[src/rtl/lrle_pkg.sv]
// Shared types and constants for the line run-length frame encoder.
// No dependencies; imported by every module of the block.
package lrle_pkg;

	// Fixed field widths
	localparam int PIXEL_BITS = 16;
	localparam int COORD_BITS = 12;
	localparam int LEN_BITS = 7;
	localparam int PKT_BITS = 8;
	localparam int BYTE_BITS = 26;
	localparam int ADD_BITS = 10;
	localparam int CFG_IDX_BITS = 2;
	localparam int CFG_DATA_BITS = 16;

	// Default packet limit and queue depth (power of two)
	localparam int MAX_PACKET_DEF = 127;
	localparam int QUEUE_DEPTH = 4;

	// Register indexes and reset values
	localparam logic [CFG_IDX_BITS-1:0] REG_COMPARE_MASK = 2'd0;
	localparam logic [CFG_IDX_BITS-1:0] REG_LINE_WIDTH = 2'd1;
	localparam logic [CFG_IDX_BITS-1:0] REG_LINE_COUNT = 2'd2;
	localparam logic [PIXEL_BITS-1:0] RST_COMPARE_MASK = 16'hFFFF;
	localparam logic [COORD_BITS-1:0] RST_LINE_WIDTH = 12'd320;
	localparam logic [COORD_BITS-1:0] RST_LINE_COUNT = 12'd200;

	// Encoded byte cost of a run packet and of a line header
	localparam logic [ADD_BITS-1:0] RUN_BYTES = 10'd3;
	localparam logic [ADD_BITS-1:0] LINE_BYTES = 10'd1;

	// Token kinds on the output
	typedef enum logic [1:0] {
		KIND_LIT_PIXEL = 2'd0,
		KIND_LIT_CLOSE = 2'd1,
		KIND_RUN = 2'd2,
		KIND_LINE_END = 2'd3
	} kind_t;

	// Open packet state
	typedef enum logic [2:0] {
		MODE_NONE = 3'b001,
		MODE_LIT = 3'b010,
		MODE_RUN = 3'b100
	} mode_t;

	// Token slots of one queue entry, in emission order
	localparam int SLOTS = 6;
	localparam int SLOT_LIT_A = 0;     // held pixel as literal
	localparam int SLOT_LIT_B = 1;     // incoming pixel as literal
	localparam int SLOT_LIT_CLOSE = 2;
	localparam int SLOT_RUN_A = 3;     // run of the held pixel
	localparam int SLOT_RUN_B = 4;     // single-pixel run of the incoming pixel
	localparam int SLOT_LINE_END = 5;

	// One classified pixel: which tokens it makes and their payloads
	typedef struct packed {
		logic [SLOTS-1:0] slots;
		logic [PIXEL_BITS-1:0] held;
		logic [PIXEL_BITS-1:0] pix;
		logic [LEN_BITS-1:0] lit_len;
		logic [LEN_BITS-1:0] run_len;
		logic [PKT_BITS-1:0] packets;
		logic [BYTE_BITS-1:0] bytes;
		logic done;
	} entry_t;

endpackage

[src/rtl/lrle_front.sv]
// Front end: configuration registers, packet scan state and classification
// of each accepted pixel into a queue entry. Depends on lrle_pkg.
module lrle_front import lrle_pkg::*; #(
	parameter int MAX_PACKET = MAX_PACKET_DEF
) (
	input logic clk,
	input logic arst_n,
	input logic cfg_we,
	input logic [CFG_IDX_BITS-1:0] cfg_index,
	input logic [CFG_DATA_BITS-1:0] cfg_data,
	input logic accept,
	input logic [PIXEL_BITS-1:0] pixel,
	output logic push,
	output entry_t entry
);

	localparam int LW = $clog2(MAX_PACKET + 1);
	localparam logic [LW-1:0] MAX_L = LW'(MAX_PACKET);
	localparam logic [LW-1:0] MAX_M1 = LW'(MAX_PACKET - 1);
	localparam logic [LW-1:0] TWO_L = LW'(2);

	logic [PIXEL_BITS-1:0] compare_mask_q;
	logic [COORD_BITS-1:0] line_width_q;
	logic [COORD_BITS-1:0] line_count_q;

	mode_t mode_q, mode_d;
	logic [PIXEL_BITS-1:0] held_q, held_d;
	logic [LW-1:0] len_q, len_d;
	logic [PKT_BITS-1:0] pk_q;
	logic [COORD_BITS-1:0] col_q;
	logic [COORD_BITS-1:0] row_q;
	logic [BYTE_BITS-1:0] bytes_q;

	logic [COORD_BITS:0] col_inc;
	logic [COORD_BITS:0] row_inc;
	logic eol;
	logic done;
	logic same;
	logic [LW-1:0] nl;
	logic [LW-1:0] nl2;
	logic [ADD_BITS-1:0] add;
	logic [1:0] pk_inc;
	logic [PKT_BITS-1:0] pk_new;
	logic [BYTE_BITS:0] byte_sum;
	logic [BYTE_BITS-1:0] bytes_new;

	// Configuration writes
	always_ff @(posedge clk or negedge arst_n) begin
		if (!arst_n) begin
			compare_mask_q <= RST_COMPARE_MASK;
			line_width_q <= RST_LINE_WIDTH;
			line_count_q <= RST_LINE_COUNT;
		end else if (cfg_we) begin
			case (cfg_index)
				REG_COMPARE_MASK: compare_mask_q <= cfg_data[PIXEL_BITS-1:0];
				REG_LINE_WIDTH: line_width_q <= cfg_data[COORD_BITS-1:0];
				REG_LINE_COUNT: line_count_q <= cfg_data[COORD_BITS-1:0];
				default: ;
			endcase
		end
	end

	// Position and equality tests
	assign col_inc = {1'b0, col_q} + 1'b1;
	assign row_inc = {1'b0, row_q} + 1'b1;
	assign eol = col_inc >= {1'b0, line_width_q};
	assign done = row_inc >= {1'b0, line_count_q};
	assign same = ((pixel ^ held_q) & compare_mask_q) == '0;
	assign nl = len_q + 1'b1;
	assign nl2 = nl + 1'b1;

	// Packet decisions for the incoming pixel
	always_comb begin
		mode_d = mode_q;
		held_d = held_q;
		len_d = len_q;
		add = '0;
		pk_inc = '0;
		entry = '0;
		entry.held = held_q;
		entry.pix = pixel;
		case (mode_q)
			MODE_LIT: begin
				if (same) begin
					// pending literal closes, the pair opens a run
					if (len_q != '0) begin
						entry.slots[SLOT_LIT_CLOSE] = 1'b1;
						entry.lit_len = LEN_BITS'(len_q);
						pk_inc = pk_inc + 1'b1;
						add = add + ADD_BITS'({len_q, 1'b1});
					end
					if (MAX_L <= TWO_L || eol) begin
						entry.slots[SLOT_RUN_A] = 1'b1;
						entry.run_len = LEN_BITS'(TWO_L);
						pk_inc = pk_inc + 1'b1;
						add = add + RUN_BYTES;
						mode_d = MODE_NONE;
						len_d = '0;
					end else begin
						mode_d = MODE_RUN;
						len_d = TWO_L;
					end
				end else begin
					// held pixel is confirmed as literal
					entry.slots[SLOT_LIT_A] = 1'b1;
					if (nl >= MAX_M1 || eol) begin
						entry.slots[SLOT_LIT_B] = 1'b1;
						entry.slots[SLOT_LIT_CLOSE] = 1'b1;
						entry.lit_len = LEN_BITS'(nl2);
						pk_inc = pk_inc + 1'b1;
						add = add + ADD_BITS'({nl2, 1'b1});
						mode_d = MODE_NONE;
						len_d = '0;
					end else begin
						held_d = pixel;
						len_d = nl;
					end
				end
			end
			MODE_RUN: begin
				if (same) begin
					if (nl >= MAX_L || eol) begin
						entry.slots[SLOT_RUN_A] = 1'b1;
						entry.run_len = LEN_BITS'(nl);
						pk_inc = pk_inc + 1'b1;
						add = add + RUN_BYTES;
						mode_d = MODE_NONE;
						len_d = '0;
					end else begin
						len_d = nl;
					end
				end else begin
					// run closes, new pixel opens a packet
					entry.slots[SLOT_RUN_A] = 1'b1;
					entry.run_len = LEN_BITS'(len_q);
					pk_inc = pk_inc + 1'b1;
					add = add + RUN_BYTES;
					held_d = pixel;
					len_d = '0;
					if (eol) begin
						entry.slots[SLOT_RUN_B] = 1'b1;
						pk_inc = pk_inc + 1'b1;
						add = add + RUN_BYTES;
						mode_d = MODE_NONE;
					end else begin
						mode_d = MODE_LIT;
					end
				end
			end
			default: begin
				// no open packet
				held_d = pixel;
				len_d = '0;
				if (eol) begin
					entry.slots[SLOT_RUN_B] = 1'b1;
					pk_inc = pk_inc + 1'b1;
					add = add + RUN_BYTES;
					mode_d = MODE_NONE;
				end else begin
					mode_d = MODE_LIT;
				end
			end
		endcase

		// line totals
		pk_new = pk_q + PKT_BITS'(pk_inc);
		byte_sum = {1'b0, bytes_q} + (BYTE_BITS+1)'(add) + (BYTE_BITS+1)'(eol ? LINE_BYTES : '0);
		bytes_new = byte_sum[BYTE_BITS] ? '1 : byte_sum[BYTE_BITS-1:0];
		if (eol) begin
			entry.slots[SLOT_LINE_END] = 1'b1;
			entry.packets = pk_new;
			entry.bytes = bytes_new;
			entry.done = done;
		end
	end

	assign push = accept && (entry.slots != '0);

	// Scan state update on each transfer
	always_ff @(posedge clk or negedge arst_n) begin
		if (!arst_n) begin
			mode_q <= MODE_NONE;
			held_q <= '0;
			len_q <= '0;
			pk_q <= '0;
			col_q <= '0;
			row_q <= '0;
			bytes_q <= '0;
		end else if (accept) begin
			held_q <= held_d;
			if (eol) begin
				mode_q <= MODE_NONE;
				len_q <= '0;
				pk_q <= '0;
				col_q <= '0;
				row_q <= done ? '0 : row_inc[COORD_BITS-1:0];
				bytes_q <= done ? '0 : bytes_new;
			end else begin
				mode_q <= mode_d;
				len_q <= len_d;
				pk_q <= pk_new;
				col_q <= col_inc[COORD_BITS-1:0];
				bytes_q <= bytes_new;
			end
		end
	end

endmodule

[src/rtl/lrle_queue.sv]
// Short queue of classified entries between front and back end.
// Depends on lrle_pkg.
module lrle_queue import lrle_pkg::*; #(
	parameter int DEPTH = QUEUE_DEPTH
) (
	input logic clk,
	input logic arst_n,
	input logic push,
	input entry_t push_data,
	input logic pop,
	output logic full,
	output logic head_valid,
	output entry_t head
);

	localparam int PW = $clog2(DEPTH);
	localparam int CW = $clog2(DEPTH + 1);
	localparam logic [CW-1:0] DEPTH_C = CW'(DEPTH);

	entry_t slot_q [DEPTH];
	logic [PW-1:0] wr_ptr_q;
	logic [PW-1:0] rd_ptr_q;
	logic [CW-1:0] count_q;
	logic do_push;
	logic do_pop;

	assign full = count_q == DEPTH_C;
	assign head_valid = count_q != '0;
	assign head = slot_q[rd_ptr_q];
	assign do_push = push && !full;
	assign do_pop = pop && head_valid;

	// Entry storage
	always_ff @(posedge clk) begin
		if (do_push) begin
			slot_q[wr_ptr_q] <= push_data;
		end
	end

	// Pointers and fill count
	always_ff @(posedge clk or negedge arst_n) begin
		if (!arst_n) begin
			wr_ptr_q <= '0;
			rd_ptr_q <= '0;
			count_q <= '0;
		end else begin
			if (do_push) begin
				wr_ptr_q <= (wr_ptr_q == PW'(DEPTH - 1)) ? '0 : wr_ptr_q + 1'b1;
			end
			if (do_pop) begin
				rd_ptr_q <= (rd_ptr_q == PW'(DEPTH - 1)) ? '0 : rd_ptr_q + 1'b1;
			end
			case ({do_push, do_pop})
				2'b10: count_q <= count_q + 1'b1;
				2'b01: count_q <= count_q - 1'b1;
				default: ;
			endcase
		end
	end

endmodule

[src/rtl/lrle_back.sv]
// Back end: expands one queue entry into its tokens, one per cycle unless stalled,
// into the output register. Depends on lrle_pkg.
module lrle_back import lrle_pkg::*; (
	input logic clk,
	input logic arst_n,
	input logic head_valid,
	input entry_t head,
	output logic pop,
	output logic out_valid,
	input logic out_stall,
	output logic [1:0] kind,
	output logic [PIXEL_BITS-1:0] value,
	output logic [LEN_BITS-1:0] run_length,
	output logic [PKT_BITS-1:0] packets_in_line,
	output logic [BYTE_BITS-1:0] byte_total,
	output logic frame_done,
	output logic last
);

	entry_t cur_q;
	logic [SLOTS-1:0] rem_q;
	logic [SLOTS-1:0] sel;
	logic [SLOTS-1:0] rem_after;
	logic out_load;
	logic emit;

	logic out_valid_q;
	kind_t kind_q, kind_d;
	logic [PIXEL_BITS-1:0] value_q, value_d;
	logic [LEN_BITS-1:0] len_q, len_d;
	logic [PKT_BITS-1:0] pk_q, pk_d;
	logic [BYTE_BITS-1:0] bytes_q, bytes_d;
	logic done_q, done_d;
	logic last_q;

	// Lowest pending slot goes out next
	assign sel = rem_q & (~rem_q + 1'b1);
	assign rem_after = rem_q & ~sel;
	assign out_load = !out_valid_q || !out_stall;
	assign emit = out_load && (rem_q != '0);
	assign pop = head_valid && ((rem_q == '0) || (emit && (rem_after == '0)));

	// Token payload for the selected slot
	always_comb begin
		kind_d = KIND_LIT_PIXEL;
		value_d = '0;
		len_d = '0;
		pk_d = '0;
		bytes_d = '0;
		done_d = 1'b0;
		if (sel[SLOT_LIT_A]) begin
			value_d = cur_q.held;
		end else if (sel[SLOT_LIT_B]) begin
			value_d = cur_q.pix;
		end else if (sel[SLOT_LIT_CLOSE]) begin
			kind_d = KIND_LIT_CLOSE;
			len_d = cur_q.lit_len;
		end else if (sel[SLOT_RUN_A]) begin
			kind_d = KIND_RUN;
			value_d = cur_q.held;
			len_d = cur_q.run_len;
		end else if (sel[SLOT_RUN_B]) begin
			kind_d = KIND_RUN;
			value_d = cur_q.pix;
			len_d = LEN_BITS'(1);
		end else if (sel[SLOT_LINE_END]) begin
			kind_d = KIND_LINE_END;
			pk_d = cur_q.packets;
			bytes_d = cur_q.bytes;
			done_d = cur_q.done;
		end
	end

	// Current entry and its remaining slots
	always_ff @(posedge clk or negedge arst_n) begin
		if (!arst_n) begin
			rem_q <= '0;
		end else if (pop) begin
			rem_q <= head.slots;
		end else if (emit) begin
			rem_q <= rem_after;
		end
	end

	always_ff @(posedge clk) begin
		if (pop) begin
			cur_q <= head;
		end
	end

	// Output register
	always_ff @(posedge clk or negedge arst_n) begin
		if (!arst_n) begin
			out_valid_q <= 1'b0;
		end else if (out_load) begin
			out_valid_q <= emit;
		end
	end

	always_ff @(posedge clk) begin
		if (emit) begin
			kind_q <= kind_d;
			value_q <= value_d;
			len_q <= len_d;
			pk_q <= pk_d;
			bytes_q <= bytes_d;
			done_q <= done_d;
			last_q <= rem_after == '0;
		end
	end

	assign out_valid = out_valid_q;
	assign kind = kind_q;
	assign value = value_q;
	assign run_length = len_q;
	assign packets_in_line = pk_q;
	assign byte_total = bytes_q;
	assign frame_done = done_q;
	assign last = last_q;

endmodule

[src/rtl/line_run_length_frame_encoder.sv]
// Channel   | Signals                                  | Transfer when
// ----------+------------------------------------------+---------------------------
// in        | in_valid, in_stall, pixel                | in_valid && !in_stall
// out       | out_valid, out_stall, kind .. last       | out_valid && !out_stall
// cfg       | cfg_valid, cfg_ready, cfg_index, cfg_data| cfg_valid && cfg_ready
//
// The front end takes one pixel per cycle while the entry queue has room.
// The back end sends one token per cycle unless stalled; a pixel making n tokens
// holds it until all n are sent, so output token rate bounds sustained throughput.
// Tokens pass the queue slot, the back end's entry and the output register.
// arst_n clears scan state, queue and output valid; no clearing pass.
// Top level: line run-length frame encoder. Depends on lrle_pkg,
// lrle_front, lrle_queue and lrle_back.
module line_run_length_frame_encoder import lrle_pkg::*; #(
	parameter int MAX_PACKET = MAX_PACKET_DEF
) (
	input logic clk,
	input logic arst_n,
	input logic cfg_valid,
	output logic cfg_ready,
	input logic [CFG_IDX_BITS-1:0] cfg_index,
	input logic [CFG_DATA_BITS-1:0] cfg_data,
	input logic in_valid,
	output logic in_stall,
	input logic [PIXEL_BITS-1:0] pixel,
	output logic out_valid,
	input logic out_stall,
	output logic [1:0] kind,
	output logic [PIXEL_BITS-1:0] value,
	output logic [LEN_BITS-1:0] run_length,
	output logic [PKT_BITS-1:0] packets_in_line,
	output logic [BYTE_BITS-1:0] byte_total,
	output logic frame_done,
	output logic last
);

	logic accept;
	logic push;
	entry_t entry;
	logic full;
	logic head_valid;
	entry_t head;
	logic pop;

	assign cfg_ready = 1'b1;
	assign in_stall = full;
	assign accept = in_valid && !full;

	lrle_front #(
		.MAX_PACKET(MAX_PACKET)
	) u_front (
		.clk(clk),
		.arst_n(arst_n),
		.cfg_we(cfg_valid && cfg_ready),
		.cfg_index(cfg_index),
		.cfg_data(cfg_data),
		.accept(accept),
		.pixel(pixel),
		.push(push),
		.entry(entry)
	);

	lrle_queue #(
		.DEPTH(QUEUE_DEPTH)
	) u_queue (
		.clk(clk),
		.arst_n(arst_n),
		.push(push),
		.push_data(entry),
		.pop(pop),
		.full(full),
		.head_valid(head_valid),
		.head(head)
	);

	lrle_back u_back (
		.clk(clk),
		.arst_n(arst_n),
		.head_valid(head_valid),
		.head(head),
		.pop(pop),
		.out_valid(out_valid),
		.out_stall(out_stall),
		.kind(kind),
		.value(value),
		.run_length(run_length),
		.packets_in_line(packets_in_line),
		.byte_total(byte_total),
		.frame_done(frame_done),
		.last(last)
	);

endmodule

[config.mk]
export PLATFORM = sky130hd
export DESIGN_NAME = line_run_length_frame_encoder
export DESIGN_NICKNAME = d
export VERILOG_FILES = /design/src/rtl/lrle_pkg.sv /design/src/rtl/lrle_front.sv /design/src/rtl/lrle_queue.sv /design/src/rtl/lrle_back.sv /design/src/rtl/line_run_length_frame_encoder.sv
export SDC_FILE = /design/constraint.sdc
export NUM_CORES = 1
export LEC_CHECK = 0
export BUFFER_PORTS_ARGS = -buffer_cell sky130_fd_sc_hd__buf_4
export CAP_MARGIN = 40
export CORE_UTILIZATION = 56
export CTS_CLUSTER_DIAMETER = 100
export DETAILED_ROUTE_END_ITERATION = 8
export PLACE_DENSITY = 0.76
export SLEW_MARGIN = 40
export SYNTH_ARGS = -nofsm -noshare
export SYNTH_HDL_FRONTEND = slang
export SYNTH_SLANG_ARGS = --single-unit
[constraint.sdc]
create_clock -name clk -period 6.7 [get_ports clk]
set_input_delay 0.335 -clock clk [delete_from_list [all_inputs] [get_ports clk]]
set_output_delay 0.335 -clock clk [all_outputs]
set_load 0.02 [all_outputs]
### Word level (Yosys, flattened, before mapping)

Memory sizes are Yosys's and may differ from the RTL's.
Cells that the tools add are included.

| operators by class | value |
|---|---|
| $add $sub $neg | 14 |
| reductions and logical operators | 33 |
| order comparisons | 4 |
| equality and inequality tests | 14 |
| bitwise operators | 7 |
| muxes and demuxes | 86 |

Operator list:

| operator | count |
|---|---|
| $mux W16 | 8 |
| $mux W7 | 13 |
| $mux W26 | 3 |
| $mux W10 | 5 |
| $mux W35 | 1 |
| $mux W2 | 17 |
| $pmux W16 S2 | 1 |
| $pmux W7 S2 | 2 |
| $add A26 B10 Y27 | 1 |
| $add A27 B27 Y27 | 1 |
| $add A12 B1 Y13 const B | 2 |
| $ge A13 B12 Y1 | 2 |
| $mux W12 | 2 |
| $mux W8 | 3 |
| $mux W3 | 7 |
| $pmux W10 S2 | 1 |
| $and A16 B16 Y16 | 1 |
| $logic_not A16 Y1 | 1 |
| $mux W1 | 16 |
| $xor A16 B16 Y16 | 1 |
| $add A7 B1 Y7 const B | 2 |
| $ge A7 B7 Y1 const B | 2 |
| $and A6 B6 Y6 | 2 |
| $logic_not A6 Y1 | 2 |
| 33 further kinds | 62 |

| word-level totals | value |
|---|---|
| memory bits (writable) | 348 |
| register bits after elaboration | 280 |
| memories | 1 |
| word-level logic and storage cells | 189 |
| output and inout bits | 64 |

Memories:

| memory | depth | width | read ports | clocked after memory_dff | wr ports | line | text |
|---|---|---|---|---|---|---|---|
| u_queue.slot_q | 4 | 87 | 1 | 0 | 1 | lrle_queue.sv:20 | `entry_t slot_q [DEPTH];` |

### Depth between registers and ports, before layout

Gate-level depths: netlist of the first run.

| depth | value |
|---|---|
| depth in word-level cells | 14 |
| depth in mapped cells | 29 |
| mapped depth without buffers | 24 |

### Modules after synthesis

From an unflattened synthesis of the first run, not the netlist that was laid out.

| unflattened totals | value |
|---|---|
| cells, all modules | 1,696 |
| area, all modules | 26,797.0 um^2 |

By module, submodules not included:

| module | times used | area an instance (um^2) | cells each |
|---|---|---|---|
| lrle_queue | 1 | 12,985.0 | 497 |
| lrle_front | 1 | 8,529.4 | 926 |
| lrle_back | 1 | 5,257.5 | 270 |
| line_run_length_frame_encoder | 1 | 25.0 | 3 |

### Worst setup path after synthesis of the first run

No wires, ideal clock.

| timing | value |
|---|---|
| path type | reg2reg |
| start | register u_front.col_q[2] |
| end | memory u_queue.slot_q[0][0] (netlist bit), enable pin |
| period minus slack after synthesis | 6.879 ns |
| library setup time | 0.535 ns |
| path buffers | 2 |
| arrival time | 6.344 ns |
| slack | -0.179 ns |
| required time | 6.165 ns |
| cell stages (with the launch flop) | 15 |
| path through | dfrtp_1 and3_1 and3_1 and3_1 and3_1 nand3_1 xnor2_1 ha_1 and3_1 o211ai_1 o21a_1 buf_2 a31o_1 buf_6 nor2_1 |

| on the way | value |
|---|---|
| word-level cells in the longest chain between the ends | 11 |

Ends and longest elaborated chain:

| element | line | text |
|---|---|---|
| start: declaration | lrle_front.sv:30 | `logic [COORD_BITS-1:0] col_q;` |
| start signal: assignment | lrle_front.sv:202 | `col_q <= col_inc[COORD_BITS-1:0];` |
| $add A12 B1 Y13 (*) | lrle_front.sv:64 | `assign col_inc = {1'b0, col_q} + 1'b1;` |
| $ge A13 B12 Y1 (*) | lrle_front.sv:66 | `assign eol = col_inc >= {1'b0, line_width_q};` |
| $logic_or A1 B1 Y1 (on tied branches) | lrle_front.sv:122, lrle_front.sv:106 |  |
| $mux W1 / $mux W2 (equally long branches) | lrle_front.sv:122, lrle_front.sv:106 |  |
| $mux W1, or another cell as far along | lrle_front.sv:121 | `if (same) begin` |
| $pmux W1 S2 / $mux W3 (equally long branches) | lrle_front.sv:82 | `case (mode_q)` |
| $reduce_bool A6 Y1 (*) | lrle_front.sv:177 | `assign push = accept && (entry.slots != '0);` |
| $logic_and A1 B1 Y1 (*) | lrle_front.sv:177 |  |
| $logic_and A1 B1 Y1 (*) | lrle_queue.sv:30 | `assign do_push = push && !full;` |
| $mux W1 (*) | lrle_queue.sv:35 | `if (do_push) begin` |
| $mux W1 (implied by the code) (*) | lrle_queue.sv:36 | `slot_q[wr_ptr_q] <= push_data;` |
| end: declaration | lrle_queue.sv:20 |  |

Mark *: on every way between the ends. The rest lies on a longest branch, timed or not.

==> qor.csv, run 1 <==
metric;value;unit
status;complete, but fails checks;
violated checks;DRC;
layout cells sized above 1;22.10;%
reg-to-reg startpoint;u_front.col_q[2];
RSZ-0062 raised after global routing;no;
hold path start;out_stall;
async set or reset register ratio after synthesis;21.97;%
total power;12.19;mW
Yosys reg bits;628;
clock latency on the worst-skew pair;0.62;ns
Antenna Cells;0;
Final min period;6.033;ns
met1 usage;33.05;%
CTS max path bufs;3;
area growth from synthesis to layout;13.66;%
Die W;220.7;um
grt total ovfl;0;
cell row count;79;
clock sinks;628;
Post-Syn Area;0.02677;mm2
initial antenna violation count;0;
switching power;3.645;mW
Root Buffer;clkbuf_16;
leakage power total;11.18;nW
Tcrit/Tclk final;90.04;%
# IOs;103;
final WL;54470;um
WL/cell;21.53;um
Max Fclk;0.1658;GHz
Int Power;8.546;mW
clock group share of total power;26.3;%
Main synth FF type;edfxtp_1;
first-pass GRT wire length;85770;um
Syn Area/Cell;15.42;um2
pwr dens;400.6;mW/mm2
CTS tree;built;
startpoint types;flop;
Hold WC Path Type;input port to flop;
gr busiest metal;met2;
Slew headroom;42.75;%
crit path from;u_front.col_q[2];
final hold viol count;0;
Initial Utilization;57.15;%
maximum vdd drop;0.2902;mV
Core Footprint;0.04685;mm2
crit path kind;flop to flop;
skew final;0.02080;ns
cts repair resizes;0;
Syn Nets;1828;
pin count of the biggest net entering global routing;68;
vias;15100;
ANT nets after route;0;
top cells by area, synth;edfxtp_1 (55%), dfrtp_1 (11%), mux4_2 (7.3%);
crit path capture type;flop;
Overall Global Routing Usage;23.18;%
sw frac;29.90;%
fin nets;1965;
drt drc;8;
CP Max Fanout;29;
Synth Instances;1736;
actual slew at the worst max-slew pin;0.8588;ns
Port Buf Inserts;101;
combinational power share;25.1;%
Die ar.;0.04869;mm2
synth unique cells;87;
DPL Wire Length;33300;um
number of global-route vias before repair;15170;
Fillers;3262;
WP data required;7.08;ns
setup slack, reg-to-reg;0.67;ns
met2 usage;38.03;%
CTS Buf Count;59;
die span in y;220.7;um
Final Wtd Congestion;0.8982;
EDFF count, synth;490;
total negative slack;0;ns
Yosys Warn Count;0;
Yosys top cell area share;54.96;%
1st-iter DRT viols;1382;
clock-pin slew on the worst setup and hold paths;0.07;ns
Final Setup Violations;0;
DRT Pass-1 Iters;7;
final slew viol count;0;
post-synthesis sequential area ratio;67.96;%
met3 usage;3.450;%
CTS H-Tree Depth;2;
Worst EP arrival;6.41;ns
Reg power frac;48.6;%
routed vias/inst;5.966;
cell type with the largest total area after synthesis;edfxtp_1;
Max-Cap Viols;0;
## cells in the mapped netlist, types with 38 or more instances
cell,instances
and2_1,42
a21oi_1,59
nor2_1,92
mux4_2,87
dfrtp_1,116
ha_1,49
nand2_1,114
o21ai_0,72
mux2_2,49
edfxtp_1,490
clkbuf_1,38
inv_1,59
## final timing paths
path,depth (start not counted),endpoint
setup / recovery,23,u_queue.slot_q[3][22]
hold / removal,3,u_back.out_valid
setup reg to reg,23,u_queue.slot_q[3][22]
hold reg to reg,1,u_queue.count_q[2]
max in group asynchronous,4,u_front.bytes_q[17]
min in group asynchronous,2,u_front.held_q[7]
## stage by stage
stage	worst slack [ns]	utilization, %	hold slack, ns	std cells	area (um2)
2_1_floorplan	0.5774	-	0.03941	1736	26780
3_3_place_gp	0.9728	60.11	0.4625	2384	28160
3_5_place_dp	0.7839	60.25	0.2939	2386	28230
4_1_cts	0.7024	64.95	0.06824	2530	30430
5_1_grt	0.1582	64.95	0.08086	2530	30430
6_report	0.6672	64.95	0.07696	2530	30430
## routing by layer
layer  share of wire [%]  routed length [um]  up-vias
li1                    -                   -     6885
met4                 1.7                 904        0
met5                   0                   0        -
met2                  50               27150      446
met3                 5.3                2893       69
met1                  43               23520     7695
## sequential cells by signal, indices dropped and copies added (netlist names), 8 cells and up
signal                  cells
u_queue.slot_q            348
u_back.cur_q               81
u_back.byte_total          26
u_front.bytes_q            26
u_back.value               16
u_front.compare_mask_q     16
u_front.held_q             16
u_front.col_q              12
u_front.line_count_q       12
u_front.line_width_q       12
u_front.row_q              12
u_back.packets_in_line      8
u_front.pk_q                8
## power by group through the flow
stage | Sequential, mW | Combinational (mW) | Clock, mW
6_report | 5.93 | 3.06 | 3.20
5_1_grt | 6.03 | 3.33 | 3.42
4_1_cts | 5.94 | 3.11 | 3.26
3_5_place_dp | 6.01 | 3.08 | 0
3_3_place_gp | 5.95 | 3.00 | 0
2_1_floorplan | 5.98 | 2.01 | 0
## layout by cell type (no fill, tap or decap), types with 37 or more instances in the layout
| cell type | count |
|---|---|
| o21ai_0 | 72 |
| nor2_1 | 85 |
| edfxtp_1 | 490 |
| ha_1 | 49 |
| clkbuf_16 | 60 |
| mux4_2 | 87 |
| xor2_1 | 37 |
| and2_1 | 42 |
| inv_1 | 58 |
| nand2_1 | 114 |
| dfrtp_1 | 114 |
| buf_4 | 119 |
| a21oi_1 | 59 |
| mux2_2 | 49 |
## layout make-up
cell class,count,area [um2],share of cell area (%)
inverters,60,226.5,0.7442
flip-flops and latches,628,18200,59.81
clock inverters,24,191.4,0.6291
repair buffers,160,1351,4.440
clock buffers,87,1683,5.530
multi-input cells,964,8018,26.35
well taps,607,759.5,2.496
## cell families (layout without fill, tap and decap cells)
family	Yosys count	count (layout)	share of synthesized area (%)
flops	628	628	67.96
mux	155	155	10.31
xor+xnor	72	72	2.355
fa+ha+maj	54	54	2.626
other cells	1	1	0.01401
compound gates	274	274	6.818
simple gates	408	408	7.575
buf+inv	144	331	2.341
## worst max-delay path: stages, from the launching register on
cell,delay (ns)
dfrtp_1,0.45
and3_1,0.21
and3_1,0.25
and3_1,0.25
and3_1,0.24
nand3_1,0.11
xnor2_1,0.16
ha_1,0.29
and3_1,0.19
o211ai_1,0.10
o21a_2,0.25
buf_4,0.26
nand2_1,0.22
o21ai_0,0.11
a221oi_1,0.45
fa_1,0.31
inv_1,0.07
fa_1,0.38
nand2b_1,0.19
a21o_1,0.18
nand3_1,0.16
and3_1,0.51
nor3b_1,0.13
nor3_1,0.32
## timing repair
action,in CTS,in global routing
hold buffers,33,0
hold endpoints to repair,163,0
buffers inserted,0,0
Note: power is estimated with default switching activity, not from simulation.
==> inputs of run 2 (changes only) <==
BUFFER_PORTS_ARGS = -buffer_cell sky130_fd_sc_hd__buf_2   (was -buffer_cell sky130_fd_sc_hd__buf_4)
CTS_CLUSTER_SIZE = 30   (was unset)
==> run 2 against run 1 <==
- the run still ends with DRC left
- critical endpoint unchanged
- largest cell class unchanged
- combinational power fell by 2%
- worst hold slack got worse by 0.064 ns
- sequential share of layout area rose by 3.2 points
- clock skew rose by 0.0031 ns
- clock power fell by 44%
- die area did not move
- critical path depth did not move
- critical path type unchanged
==> qor.csv, run 2 (synthesis results as in run 1) <==
metric;value;unit;change
status;complete, but fails checks;;unchanged
violated checks;DRC;;unchanged
Hold WC Path Type;input port to flop;;unchanged
Antenna Cells;0;;unchanged
Top cell by count, worst path;and3_1;;unchanged
final WL;52620;um;was 54470 um
critical-path cell list;and3_1 > and3_1 > and3_1 > and3_1 > nand3_1 > xnor2_1 > ha_1 > and3_1 > o211ai_1 > o21a_2 > buf_4 > nand2_1 > o21ai_0 > a221oi_1 > fa_1 > inv_1 > fa_1 > nand2b_1 > a21o_1 > nand3_1 > and3_1 > nor3b_1 > nor3_1;;unchanged
leakage power total;10.47;nW;was 11.18 nW
# IOs;103;;unchanged
Crit path largest cell delay;0.55;ns;was 0.51 ns
fin nets;1915;;was 1965
Max Fclk;0.1650;GHz;was 0.1658 GHz
Initial Utilization;57.15;%;unchanged
Final Setup Violations;0;;unchanged
Overall Global Routing Usage;22.27;%;was 23.18%
clock-pin slew on the worst setup and hold paths;0.12;ns;was 0.07 ns
pwr dens;369.7;mW/mm2;was 400.6 mW/mm2
Port Buf Inserts;101;;unchanged
total negative slack;0;ns;unchanged
CTS H-Tree Depth;1;;was 2
Final Wtd Congestion;0.9282;;was 0.8982
crit path capture type;flop;;unchanged
final slew viol count;0;;unchanged
WP data required;7.06;ns;was 7.08 ns
Largest Register;u_queue.slot_q;;unchanged
WL/cell;21.49;um;was 21.53 um
final hold viol count;0;;unchanged
CP Max Fanout;27;;was 29
CP delay by family, top;simple AND/OR/NAND/NOR gates;;unchanged
area of the multi-input gates;0.008020;mm2;was 0.008018 mm2
die span in y;220.7;um;unchanged
hold slack;0.01337;ns;was 0.07696 ns
1st-iter DRT viols;1234;;was 1382
Die W;220.7;um;unchanged
utilization after layout;61.64;%;was 64.95%
Root Buffer;clkbuf_16;;unchanged
number of global-route vias before repair;14680;;was 15170
actual slew at the worst max-slew pin;0.8226;ns;was 0.8588 ns
Post-CTS Setup Inserts;0;;unchanged
clock sinks;628;;unchanged
Slowest-stage cell, CP;and3_1;;unchanged
CP bufs+invs;2;;unchanged
most common cell after layout, fill and taps aside;edfxtp_1;;unchanged
Slew headroom;45.16;%;was 42.75%
hold-fix buffers at CTS;16;;was 33
CTS Buf Count;24;;was 59
setup ws final;0.6394;ns;was 0.6672 ns
register area;0.01820;mm2;unchanged
skew final;0.02388;ns;was 0.02080 ns
initial antenna violation count;0;;unchanged
layout cells sized above 1;19.88;%;was 22.10%
cts repair resizes;0;;unchanged
vias;14700;;was 15100
post-place setup slack;0.7598;ns;was 0.7839 ns
crit path kind;flop to flop;;unchanged
Core Footprint;0.04685;mm2;unchanged
biggest regs;u_queue.slot_q x348, u_back.cur_q x81;;unchanged
startpoint types;flop;;unchanged
drt drc;8;;unchanged
Fillers;3435;;was 3262
maximum vdd drop;0.3613;mV;was 0.2902 mV
routed vias/inst;6.004;;was 5.966
Final min period;6.061;ns;was 6.033 ns
Max-Cap Viols;0;;unchanged
CTS max path bufs;3;;unchanged
commonest cells after routing, fill and taps aside;edfxtp_1 (490), nand2_1 (114), dfrtp_1 (114);;was edfxtp_1 (490), buf_4 (119), nand2_1 (114), dfrtp_1 (114), mux4_2 (87)
grt total ovfl;0;;unchanged
cell row count;79;;unchanged
Tcrit/Tclk final;90.46;%;was 90.04%
DPL Wire Length;33170;um;was 33300 um
Die ar.;0.04869;mm2;unchanged
pin count of the biggest net entering global routing;95;;was 68
area growth from synthesis to layout;7.860;%;was 13.66%
clock latency on the worst-skew pair;0.59;ns;was 0.62 ns
RSZ-0062 raised after global routing;no;;unchanged
DRT Pass-1 Iters;7;;unchanged
ANT nets after route;0;;unchanged
Largest register FFs;348;;unchanged
first-pass GRT wire length;83290;um;was 85770 um
CTS tree;built;;unchanged
Worst EP arrival;6.42;ns;was 6.41 ns
## run 2: cell types whose count changed in the layout (fill, tap and decap cells not counted), moves of 2 or more
cell and delta:
buf_2 +100, buf_4 -100, clkbuf_16 -35, dlygate4sd3_1 -17, clkinv_2 -12, clkbuf_8 -8, clkinv_1 -4, clkinvlp_4 -3
bufinv_16 -2
## run 2: final timing paths
kind / from / endpoint / slack [ns] / depth (start not counted)
max: u_front.col_q[2] / u_queue.slot_q[3][22] / 0.64 / 23
min: pixel[9] / u_queue.slot_q[2][58] / 0.01 / 1
max reg2reg: u_front.col_q[2] / u_queue.slot_q[3][22] / 0.64 / 23
min reg2reg: u_front.mode_q[0] / u_front.mode_q[0] / 0.51 / 2
max in group asynchronous: arst_n / u_front.bytes_q[5] / 5.45 / 3
min in group asynchronous: arst_n / u_front.held_q[7] / 0.23 / 2
## run 2: worst reg2reg max path, stage by stage (launching register included)
cell and delay [ns]:
dfrtp_1 0.48, and3_1 0.21, and3_1 0.23, and3_1 0.25, and3_1 0.26, nand3_1 0.11
xnor2_1 0.16, ha_1 0.30, and3_1 0.20, o211ai_1 0.10, o21a_2 0.25, buf_4 0.24
nand2_1 0.22, o21ai_0 0.12, a221oi_1 0.40, fa_1 0.30, inv_1 0.06, fa_1 0.38
nand2b_1 0.20, a21o_1 0.18, nand3_1 0.17, and3_1 0.55, nor3b_1 0.14, nor3_1 0.34
## run 2: cell type report
| class | instances | area share [%] |
|---|---|---|
| repair buffers | 145 | 3.371 |
| inverters | 60 | 0.7842 |
| multi-input cells | 964 | 27.77 |
| clock inverters | 1 | 0.01300 |
| well taps | 607 | 2.630 |
| clock buffers | 43 | 2.400 |
| flip-flops and latches | 628 | 63.03 |
## run 2: where the power goes
| part | switching, mW | internal (mW) |
|---|---|---|
| clock network | 1.08 | 0.715 |
| logic | 1.77 | 1.21 |
| registers | 0.474 | 5.42 |
| total | 3.33 | 7.35 |
## run 2: stage by stage
step	instance area, um2	total power, mW	cells
after floorplan	26780	7.998	1736
after global placement	27920	8.848	2385
after detailed placement	27990	8.991	2387
after CTS	28850	10.76	2447
after global routing	28880	11.24	2448
final	28880	10.68	2448
## run 2: layer usage
layer	up-vias	track usage (%)	part of all wire [%]
met2	423	36.71	49
li1	6759	-	-
met1	7470	32.38	44
met3	46	2.722	5.4
met4	0	4.224	1.2
met5	-	0	0
